**config.mk**
```make
export PLATFORM = sky130hd
export DESIGN_NAME = scalar_kalman_filter
export DESIGN_NICKNAME = d
export VERILOG_FILES = /design/src/rtl/sk_pkg.sv /design/src/rtl/scalar_kalman_filter.sv
export SDC_FILE = /design/constraint.sdc
export NUM_CORES = 1
export LEC_CHECK = 0
export BUFFER_PORTS_ARGS = -buffer_cell sky130_fd_sc_hd__buf_2
export CAP_MARGIN = 5
export CORE_MARGIN = 2
export CORE_UTILIZATION = 40
export CTS_BUF_LIST = sky130_fd_sc_hd__clkbuf_4 sky130_fd_sc_hd__clkbuf_8
export CTS_CLUSTER_DIAMETER = 80
export DETAILED_ROUTE_END_ITERATION = 10
export GPL_TIMING_DRIVEN = 0
export PLACE_DENSITY_LB_ADDON = 0.3
export REMOVE_ABC_BUFFERS = 1
export SLEW_MARGIN = 20
export SYNTH_ARGS = -nofsm -noshare
export SYNTH_HDL_FRONTEND = slang
export SYNTH_SLANG_ARGS = --single-unit
```
**constraint.sdc**
```tcl
create_clock -name clock -period 10.7 [get_ports clock]
set_input_delay 0.535 -clock clock [delete_from_list [all_inputs] [get_ports clock]]
set_output_delay 0.535 -clock clock [all_outputs]
set_load 0.005 [all_outputs]
```
**src/rtl/sk_pkg.sv**
```systemverilog
// Shared constants and types for the scalar Kalman filter block.
`timescale 1ns / 1ps

package sk_pkg;

   // Default widths of the sample and of the estimate fraction.
   localparam int SAMPLE_BITS_DEF = 12;
   localparam int FRAC_BITS_DEF   = 16;

   // Noise and covariance registers are unsigned 8.16, 24 bits wide.
   localparam int REG_BITS  = 24;
   localparam int DEN_BITS  = REG_BITS + 1;
   localparam int GAIN_BITS = 16;
   localparam int GAIN_W    = GAIN_BITS + 1;
   localparam int STEP_BITS = $clog2(GAIN_W);

   localparam logic [GAIN_W-1:0]   GAIN_ONE = GAIN_W'(1) << GAIN_BITS;
   localparam logic [REG_BITS-1:0] REG_MAX  = '1;

   // Configuration register indexes.
   localparam int CSR_INDEX_BITS = 2;
   localparam logic [CSR_INDEX_BITS-1:0] CSR_PROCESS_NOISE      = 2'd0;
   localparam logic [CSR_INDEX_BITS-1:0] CSR_MEASUREMENT_NOISE  = 2'd1;
   localparam logic [CSR_INDEX_BITS-1:0] CSR_INITIAL_COVARIANCE = 2'd2;

   // Reset values of the configuration registers.
   localparam logic [REG_BITS-1:0] PROCESS_NOISE_RST      = 24'd0;
   localparam logic [REG_BITS-1:0] MEASUREMENT_NOISE_RST  = 24'd655;
   localparam logic [REG_BITS-1:0] INITIAL_COVARIANCE_RST = 24'd65536;

   typedef enum logic [2:0] {
      ST_IDLE,
      ST_PREP,
      ST_DIV,
      ST_MUL,
      ST_DONE
   } state_type;

endpackage

```
**src/rtl/scalar_kalman_filter.sv**
```systemverilog
// Scalar Kalman filter with a bit-serial divider and shift-add multipliers.
`timescale 1ns / 1ps

// Usage
// A request carries one converter sample on req_sample; it is taken at a clock edge
// where req_valid is high and req_stall is low. Each request gives exactly one
// response: rsp_estimate (new estimate, fraction dropped) and rsp_gain (Q1.16 gain,
// 65536 is 1.0), held on the rsp_ ports while rsp_valid is high and rsp_stall is high.
// The filter works on one request at a time. The gain division makes one quotient
// bit per cycle and the two multiplies then take one gain bit per cycle side by side,
// between a setup step and an update step; the next request waits for the idle state.
// The response sits in its own register, so a stalled receiver does not hold up work
// on the next request until that request's result is ready; the state update then
// waits for the register to free up.
// The csr_ channel writes process noise, measurement noise and initial covariance
// (index 0, 1, 2); csr_ready is always high and writing index 2 also reloads the
// covariance. The user is to make writes only while the filter is idle; the block
// itself does not enforce this. The synchronous reset clears the estimate, loads
// the register defaults and sets covariance to 1.0.
module scalar_kalman_filter #(
   parameter int SAMPLE_BITS = sk_pkg::SAMPLE_BITS_DEF,
   parameter int FRAC_BITS   = sk_pkg::FRAC_BITS_DEF
) (
   input  logic                                 clock,
   input  logic                                 reset,
   input  logic                                 req_valid,
   output logic                                 req_stall,
   input  logic [SAMPLE_BITS-1:0]               req_sample,
   output logic                                 rsp_valid,
   input  logic                                 rsp_stall,
   output logic [SAMPLE_BITS-1:0]               rsp_estimate,
   output logic [sk_pkg::GAIN_W-1:0]            rsp_gain,
   input  logic                                 csr_valid,
   output logic                                 csr_ready,
   input  logic [sk_pkg::CSR_INDEX_BITS-1:0]    csr_index,
   input  logic [sk_pkg::REG_BITS-1:0]          csr_data
);

   // The estimate accumulator is SAMPLE_BITS.FRAC_BITS unsigned.
   localparam int ACC_BITS  = SAMPLE_BITS + FRAC_BITS;
   localparam int REG_BITS  = sk_pkg::REG_BITS;
   localparam int DEN_BITS  = sk_pkg::DEN_BITS;
   localparam int GAIN_W    = sk_pkg::GAIN_W;
   localparam int STEP_BITS = sk_pkg::STEP_BITS;
   localparam logic [STEP_BITS-1:0] LAST_STEP = STEP_BITS'(sk_pkg::GAIN_BITS);

   // Control and architectural state.
   sk_pkg::state_type     state_ff, state_in;
   logic [STEP_BITS-1:0]  cnt_ff, cnt_in;
   logic                  rsp_valid_ff, rsp_valid_in;
   logic [REG_BITS-1:0]   pnoise_ff, pnoise_in;
   logic [REG_BITS-1:0]   mnoise_ff, mnoise_in;
   logic [REG_BITS-1:0]   pinit_ff, pinit_in;
   logic [REG_BITS-1:0]   cov_ff, cov_in;
   logic [ACC_BITS-1:0]   est_ff, est_in;

   // Datapath registers of the request in flight.
   logic [SAMPLE_BITS-1:0] sample_ff, sample_in;
   logic [REG_BITS-1:0]    pred_ff, pred_in;
   logic [DEN_BITS-1:0]    den_ff, den_in;
   logic                   zero_den_ff, zero_den_in;
   logic [DEN_BITS-1:0]    rem_ff, rem_in;
   logic [GAIN_W-1:0]      gain_ff, gain_in;
   logic [GAIN_W-1:0]      mk_ff, mk_in;
   logic [GAIN_W-1:0]      mc_ff, mc_in;
   logic [ACC_BITS-1:0]    mag_ff, mag_in;
   logic                   up_ff, up_in;
   logic [ACC_BITS-1:0]    pa_ff, pa_in;
   logic [REG_BITS-1:0]    pc_ff, pc_in;
   logic [SAMPLE_BITS-1:0] rsp_est_ff, rsp_est_in;
   logic [GAIN_W-1:0]      rsp_gain_ff, rsp_gain_in;

   // Combinational helpers.
   logic [DEN_BITS-1:0]   pred_sum;
   logic [ACC_BITS-1:0]   target;
   logic [DEN_BITS:0]     rem_shift;
   logic [DEN_BITS-1:0]   rem_diff;
   logic                  rem_ge;
   logic [GAIN_W-1:0]     quo_next;
   logic [ACC_BITS:0]     a_sum;
   logic [DEN_BITS-1:0]   c_sum;
   logic                  out_free;
   logic                  req_accept;

   assign req_stall  = (state_ff != sk_pkg::ST_IDLE);
   assign req_accept = req_valid && !req_stall;
   assign csr_ready  = 1'b1;
   assign out_free   = !rsp_valid_ff || !rsp_stall;

   assign rsp_valid    = rsp_valid_ff;
   assign rsp_estimate = rsp_est_ff;
   assign rsp_gain     = rsp_gain_ff;

   // Predicted covariance P + Q, saturated at the register maximum.
   assign pred_sum = {1'b0, cov_ff} + {1'b0, pnoise_ff};
   assign target   = {sample_ff, {FRAC_BITS{1'b0}}};

   // Restoring divider step. The first step tests the integer bit of P'/(P'+R)
   // without a shift; every later step doubles the partial remainder first.
   // When the test passes the difference is below the divisor, so its low bits
   // are exact.
   assign rem_shift = (cnt_ff == LAST_STEP) ? {1'b0, rem_ff} : {rem_ff, 1'b0};
   assign rem_diff  = rem_shift[DEN_BITS-1:0] - den_ff;
   assign rem_ge    = (rem_shift >= {1'b0, den_ff});
   assign quo_next  = {gain_ff[GAIN_W-2:0], rem_ge};

   // Shift-add multiplier steps, one multiplier bit per cycle, LSB first.
   assign a_sum = {1'b0, pa_ff} + (mk_ff[0] ? {1'b0, mag_ff} : '0);
   assign c_sum = {1'b0, pc_ff} + (mc_ff[0] ? {1'b0, pred_ff} : '0);

   always_comb begin
      state_in     = state_ff;
      cnt_in       = cnt_ff;
      rsp_valid_in = rsp_valid_ff;
      pnoise_in    = pnoise_ff;
      mnoise_in    = mnoise_ff;
      pinit_in     = pinit_ff;
      cov_in       = cov_ff;
      est_in       = est_ff;
      sample_in    = sample_ff;
      pred_in      = pred_ff;
      den_in       = den_ff;
      zero_den_in  = zero_den_ff;
      rem_in       = rem_ff;
      gain_in      = gain_ff;
      mk_in        = mk_ff;
      mc_in        = mc_ff;
      mag_in       = mag_ff;
      up_in        = up_ff;
      pa_in        = pa_ff;
      pc_in        = pc_ff;
      rsp_est_in   = rsp_est_ff;
      rsp_gain_in  = rsp_gain_ff;

      if (rsp_valid_ff && !rsp_stall) begin
         rsp_valid_in = 1'b0;
      end

      case (state_ff)
         sk_pkg::ST_IDLE: begin
            if (req_accept) begin
               sample_in = req_sample;
               pred_in   = pred_sum[REG_BITS] ? sk_pkg::REG_MAX : pred_sum[REG_BITS-1:0];
               state_in  = sk_pkg::ST_PREP;
            end
         end
         sk_pkg::ST_PREP: begin
            den_in      = {1'b0, pred_ff} + {1'b0, mnoise_ff};
            zero_den_in = (pred_ff == '0) && (mnoise_ff == '0);
            rem_in      = {1'b0, pred_ff};
            gain_in     = '0;
            up_in       = (target >= est_ff);
            mag_in      = (target >= est_ff) ? (target - est_ff) : (est_ff - target);
            cnt_in      = LAST_STEP;
            state_in    = sk_pkg::ST_DIV;
         end
         sk_pkg::ST_DIV: begin
            rem_in  = rem_ge ? rem_diff : rem_shift[DEN_BITS-1:0];
            gain_in = quo_next;
            cnt_in  = cnt_ff - 1'b1;
            if (cnt_ff == '0) begin
               // A zero denominator forces the gain to 1.0.
               gain_in  = zero_den_ff ? sk_pkg::GAIN_ONE : quo_next;
               mk_in    = zero_den_ff ? sk_pkg::GAIN_ONE : quo_next;
               mc_in    = sk_pkg::GAIN_ONE - (zero_den_ff ? sk_pkg::GAIN_ONE : quo_next);
               pa_in    = '0;
               pc_in    = '0;
               cnt_in   = LAST_STEP;
               state_in = sk_pkg::ST_MUL;
            end
         end
         sk_pkg::ST_MUL: begin
            mk_in  = mk_ff >> 1;
            mc_in  = mc_ff >> 1;
            cnt_in = cnt_ff - 1'b1;
            if (cnt_ff == '0) begin
               // The top gain bit carries weight 2^16, so no shift follows it.
               pa_in    = a_sum[ACC_BITS-1:0];
               pc_in    = c_sum[REG_BITS-1:0];
               state_in = sk_pkg::ST_DONE;
            end else begin
               pa_in = a_sum[ACC_BITS:1];
               pc_in = c_sum[REG_BITS:1];
            end
         end
         sk_pkg::ST_DONE: begin
            if (out_free) begin
               est_in       = up_ff ? (est_ff + pa_ff) : (est_ff - pa_ff);
               cov_in       = pc_ff;
               rsp_est_in   = est_in[ACC_BITS-1:FRAC_BITS];
               rsp_gain_in  = gain_ff;
               rsp_valid_in = 1'b1;
               state_in     = sk_pkg::ST_IDLE;
            end
         end
         default: begin
            state_in = sk_pkg::ST_IDLE;
         end
      endcase

      if (csr_valid) begin
         case (csr_index)
            sk_pkg::CSR_PROCESS_NOISE: begin
               pnoise_in = csr_data;
            end
            sk_pkg::CSR_MEASUREMENT_NOISE: begin
               mnoise_in = csr_data;
            end
            sk_pkg::CSR_INITIAL_COVARIANCE: begin
               pinit_in = csr_data;
               cov_in   = csr_data;
            end
            default: begin
            end
         endcase
      end
   end

   always_ff @(posedge clock) begin
      if (reset) begin
         state_ff     <= sk_pkg::ST_IDLE;
         cnt_ff       <= '0;
         rsp_valid_ff <= 1'b0;
         pnoise_ff    <= sk_pkg::PROCESS_NOISE_RST;
         mnoise_ff    <= sk_pkg::MEASUREMENT_NOISE_RST;
         pinit_ff     <= sk_pkg::INITIAL_COVARIANCE_RST;
         cov_ff       <= sk_pkg::INITIAL_COVARIANCE_RST;
         est_ff       <= '0;
      end else begin
         state_ff     <= state_in;
         cnt_ff       <= cnt_in;
         rsp_valid_ff <= rsp_valid_in;
         pnoise_ff    <= pnoise_in;
         mnoise_ff    <= mnoise_in;
         pinit_ff     <= pinit_in;
         cov_ff       <= cov_in;
         est_ff       <= est_in;
      end
   end

   always_ff @(posedge clock) begin
      sample_ff   <= sample_in;
      pred_ff     <= pred_in;
      den_ff      <= den_in;
      zero_den_ff <= zero_den_in;
      rem_ff      <= rem_in;
      gain_ff     <= gain_in;
      mk_ff       <= mk_in;
      mc_ff       <= mc_in;
      mag_ff      <= mag_in;
      up_ff       <= up_in;
      pa_ff       <= pa_in;
      pc_ff       <= pc_in;
      rsp_est_ff  <= rsp_est_in;
      rsp_gain_ff <= rsp_gain_in;
   end

`ifndef SYNTHESIS
   a_accept_starts: assert property (@(posedge clock) disable iff (reset)
      req_accept |=> state_ff == sk_pkg::ST_PREP)
      else $error("accepted request did not start the setup step");

   a_rsp_from_done: assert property (@(posedge clock) disable iff (reset)
      $rose(rsp_valid) |-> $past(state_ff) == sk_pkg::ST_DONE)
      else $error("response appeared without a finished update");

   a_gain_range: assert property (@(posedge clock) disable iff (reset)
      rsp_valid |-> rsp_gain <= sk_pkg::GAIN_ONE)
      else $error("gain above 1.0");

   a_zero_den_gain: assert property (@(posedge clock) disable iff (reset)
      (state_ff == sk_pkg::ST_DONE && zero_den_ff) |-> gain_ff == sk_pkg::GAIN_ONE)
      else $error("zero denominator did not force unit gain");

   a_cov_bound: assert property (@(posedge clock) disable iff (reset)
      state_ff == sk_pkg::ST_DONE |-> pc_ff <= pred_ff)
      else $error("updated covariance exceeds predicted covariance");
`endif

endmodule

```
==> metrics.csv <==
metric,value,unit
"Top FF cell, synth",edfxtp_1,
gr ovfl total,0,
Slew @ Worst Pin,1.004,ns
Netlist cell types,92,
mean routed wirelength per cell,17.23,um
post-CTS setup buffers,0,
Leak,10.83,nW
critical register-to-register path endpoint,mc_ff[14],
largest net degree at the start of global routing,81,
Max transition margin,33.04,%
CTS tree,yes,
final wirelength,59990,um
outcome,"finished, final reports clean",
H-tree Lvls,3,
crit path DAT,5.63,ns
layout cell share with drive strength beyond 1,10.19,%
Worst EP required,11.18,ns
simple-gate share of the synthesized area,18.00,%
Chip Height,247.6,um
via count,19240,
Post-Synth Adder-Cell Area,10.08,%
first-pass GRT wire length,97150,um
post-synthesis mux area share,2.299,%
row count,89,
Max Buffers Root-to-Sink,3,
IO Count,75,
RR Startpoint,cnt_ff[0],
CTS buffer count,68,
Post-synth EDFFs,248,
endpoint type of the worst setup path,flip-flop,
clock tree root buffer cell,clkbuf_8,
post-synth top area cell,edfxtp_1,
Clock transition at path regs,0.06,ns
Slew Limit Fails,0,
Post-CTS Resized,0,
routability congestion estimate,0.8725,
Reg2Reg Setup Slack,5.56,ns
Worst setup SP type,flip-flop,
number of global-route vias before repair,18810,
Placeable Area,58800,sq um
Die ar.,61290,sq um
Chip Width,247.6,um
clk_lat worst skew,0.63,ns
CP Launch Point,cnt_ff[0],
maximum VDD drop,0.0001151,V
worst reg-to-reg path cell count,18,
pwr/cell area,195.6,nW/um^2
sequential fraction of the synthesis area,40.58,%
crit share post-route,48.07,%
worst clock skew,0.02842,ns
critical path type,flip-flop to flip-flop,
Detailed Place HPWL,43730,um
Hold WC Path Type,input port to flip-flop,
final hold viol count,0,
Total Power,5.184,mW
CP Capture Point,mc_ff[14],
YS warnings,0,
DR iter-0 viols,1548,
design area,26500,sq um
total global-route track usage,19.55,%
Syn Area/Cell,9.141,sq um
DRT antenna net count,0,
max_cap viols,0,
DR DRC count,0,
IO Port Bufs,73,
asr flop ratio synth,0,%
"flops & latches, synth",357,
Synth Area in Compound Gates,18.85,%
largest family of logic cells by synthesized area,compound AO/OA/AOI/OAI gates,
ranking of synthesized cells by area,"edfxtp_1, ha_1, dfxtp_1",
Synth Instances,2596,
worst-path maximum fanout,22,
highest clock rate,194.4,MHz
"Area growth, synth to finish",11.68,%
Mapped Area,23730,sq um
area share of the largest cell type after synthesis,31.38,%
antenna violations before repair,3,
Final #Nets,2889,
XOR/XNOR Fraction of Synth Area,6.639,%
final setup vio count,0,
DR pass1 iterations,5,
Starting Density,40.36,%
cts hold-fix bufs,0,
vias per cell,5.525,
RSZ-0062 raised after global routing,false,
placed standard-cell area,25170,sq um
Final min period,5.143,ns
Sink Count,357,
sum of negative setup slack,0,ns
-- kinds of logic (layout without fill, tap and decap cells) --
| group | count (synthesis) | after routing |
|---|---|---|
| AND/OR/NAND/NOR | 921 | 921 |
| adder cells (fa/ha/maj) | 187 | 187 |
| AO/OA/AOI/OAI | 688 | 688 |
| flip-flops | 357 | 357 |
| buffers and inverters | 212 | 324 |
| XOR/XNOR | 179 | 179 |
| other | 1 | 2 |
| multiplexers | 51 | 51 |
-- worst min path at each step --
stage | startpoint | end | slack, ns | cells past startpoint
after floorplan | gain_ff[16] | rsp_gain[16] | 0.40 | 0
after global placement | gain_ff[16] | rsp_gain[16] | 0.41 | 0
after detailed placement | gain_ff[16] | rsp_gain[16] | 0.41 | 0
after CTS | req_sample[3] | sample_ff[3] | 0.02 | 1
after global routing | req_sample[4] | sample_ff[4] | 0.03 | 1
final | req_sample[3] | sample_ff[3] | 0.08 | 1
-- registers in the layout, summed over array words and instances (netlist names), 24 cells and up --
name / cells
mnoise_ff: 24
pa_ff: 28
pnoise_ff: 24
rem_ff: 25
est_ff: 28
pred_ff: 24
pc_ff: 24
mag_ff: 28
cov_ff: 24
den_ff: 25
-- cells in the mapped netlist (7+ instances only) --
cell type    n
a211o_1     11
a211oi_1    30
a21o_1      70
a21oi_1    242
a311oi_1    27
a31oi_1     22
and2_1      80
and3_1      18
buf_1        7
clkbuf_1    83
dfxtp_1    109
edfxtp_1   248
fa_1         7
ha_1       180
inv_1      110
mux2_2      28
mux2i_1     23
nand2_1    414
nand2b_1    21
nand3_1     52
nand3b_1    15
nand4_1     17
nor2_1     173
nor2b_1     21
nor3_1      34
nor4_1      24
o2111ai_1    8
o211ai_1    12
o21a_1      38
o21ai_0    111
o21ai_1      7
o21bai_1    15
o31ai_1     17
or2_2        8
or3_1       21
xnor2_1    111
xor2_1      67
-- through the flow --
| stage | hold WS (ns) | worst slack (ns) | utilization (%) | instances |
|---|---|---|---|---|
| 5_1_grt | 0.03487 | 5.213 | 45.07 | 3482 |
| 3_5_place_dp | 0.4099 | 5.535 | 42.80 | 3362 |
| 6_report | 0.07973 | 5.557 | 45.07 | 3482 |
| 3_3_place_gp | 0.4097 | -3.951 | 41.91 | 3342 |
| 2_1_floorplan | 0.4003 | 2.525 | - | 2496 |
| 4_1_cts | 0.01501 | 5.534 | 45.06 | 3481 |
-- worst max-delay path, stage by stage, from the launching register on --
cell	delay, ns
dfxtp_1	0.33
inv_1	0.09
ha_1	0.20
nand3_2	0.52
mux2_2	0.52
fa_1	0.45
a21o_1	0.20
a21o_1	0.21
a2111o_1	0.46
and3_4	0.19
nor3_2	0.31
or3_1	0.24
ha_1	0.20
o21ai_0	0.15
nor2_1	0.36
nand3_1	0.12
o21a_1	0.12
o221ai_1	0.19
o21a_1	0.16
-- cell usage in the layout (no fill, tap or decap), types with 8 or more instances in the layout --
cell type  count
nand2_1      413
o2111ai_1      8
clkbuf_8      76
clkinv_1      10
xor2_1        67
o21bai_1      15
a211oi_1      30
buf_2         72
nand3b_1      15
o211ai_1      12
edfxtp_1     248
nor3_1        34
and3_1        18
inv_1        110
a311oi_1      27
nand2b_1      20
xnor2_1      111
mux2i_1       23
a211o_1       11
nor2_1       170
ha_1         180
nor2b_1       21
and2_1        79
nand3_1       50
a31oi_1       22
dfxtp_1      109
o21ai_0      109
mux2_2        28
a21oi_1      241
clkbuf_4      31
nand4_1       17
nor4_1        24
o21a_1        38
o31ai_1       17
a21o_1        70
or3_1         21
buf_16         9
-- metal layers --
metal	wire length, um	track usage (%)	share of wire, %
met1	28580	27.20	48
met2	26610	30.78	44
met3	3149	2.995	5.2
met4	1652	7.010	2.8
met5	0	0	0
-- final cells by class --
cell class	count	area, sq um
Antenna cell	1	2.502
Clock buffer	107	1279
Clock inverter	12	51.30
Fill cell	5686	32290
Inverter	112	425.4
Multi-Input combinational cell	2027	13350
Sequential cell	357	9629
Tap cell	773	967.2
Timing Repair Buffer	93	797.0
-- where the power goes --
part | total, mW | internal [mW] | leakage (nW) | switching (mW)
clock | 1.34 | 0.752 | 0.711 | 0.588
combinational | 2.00 | 0.807 | 6.90 | 1.19
sequential | 1.85 | 1.71 | 3.22 | 0.137
Power figures use the tool's default switching activity.
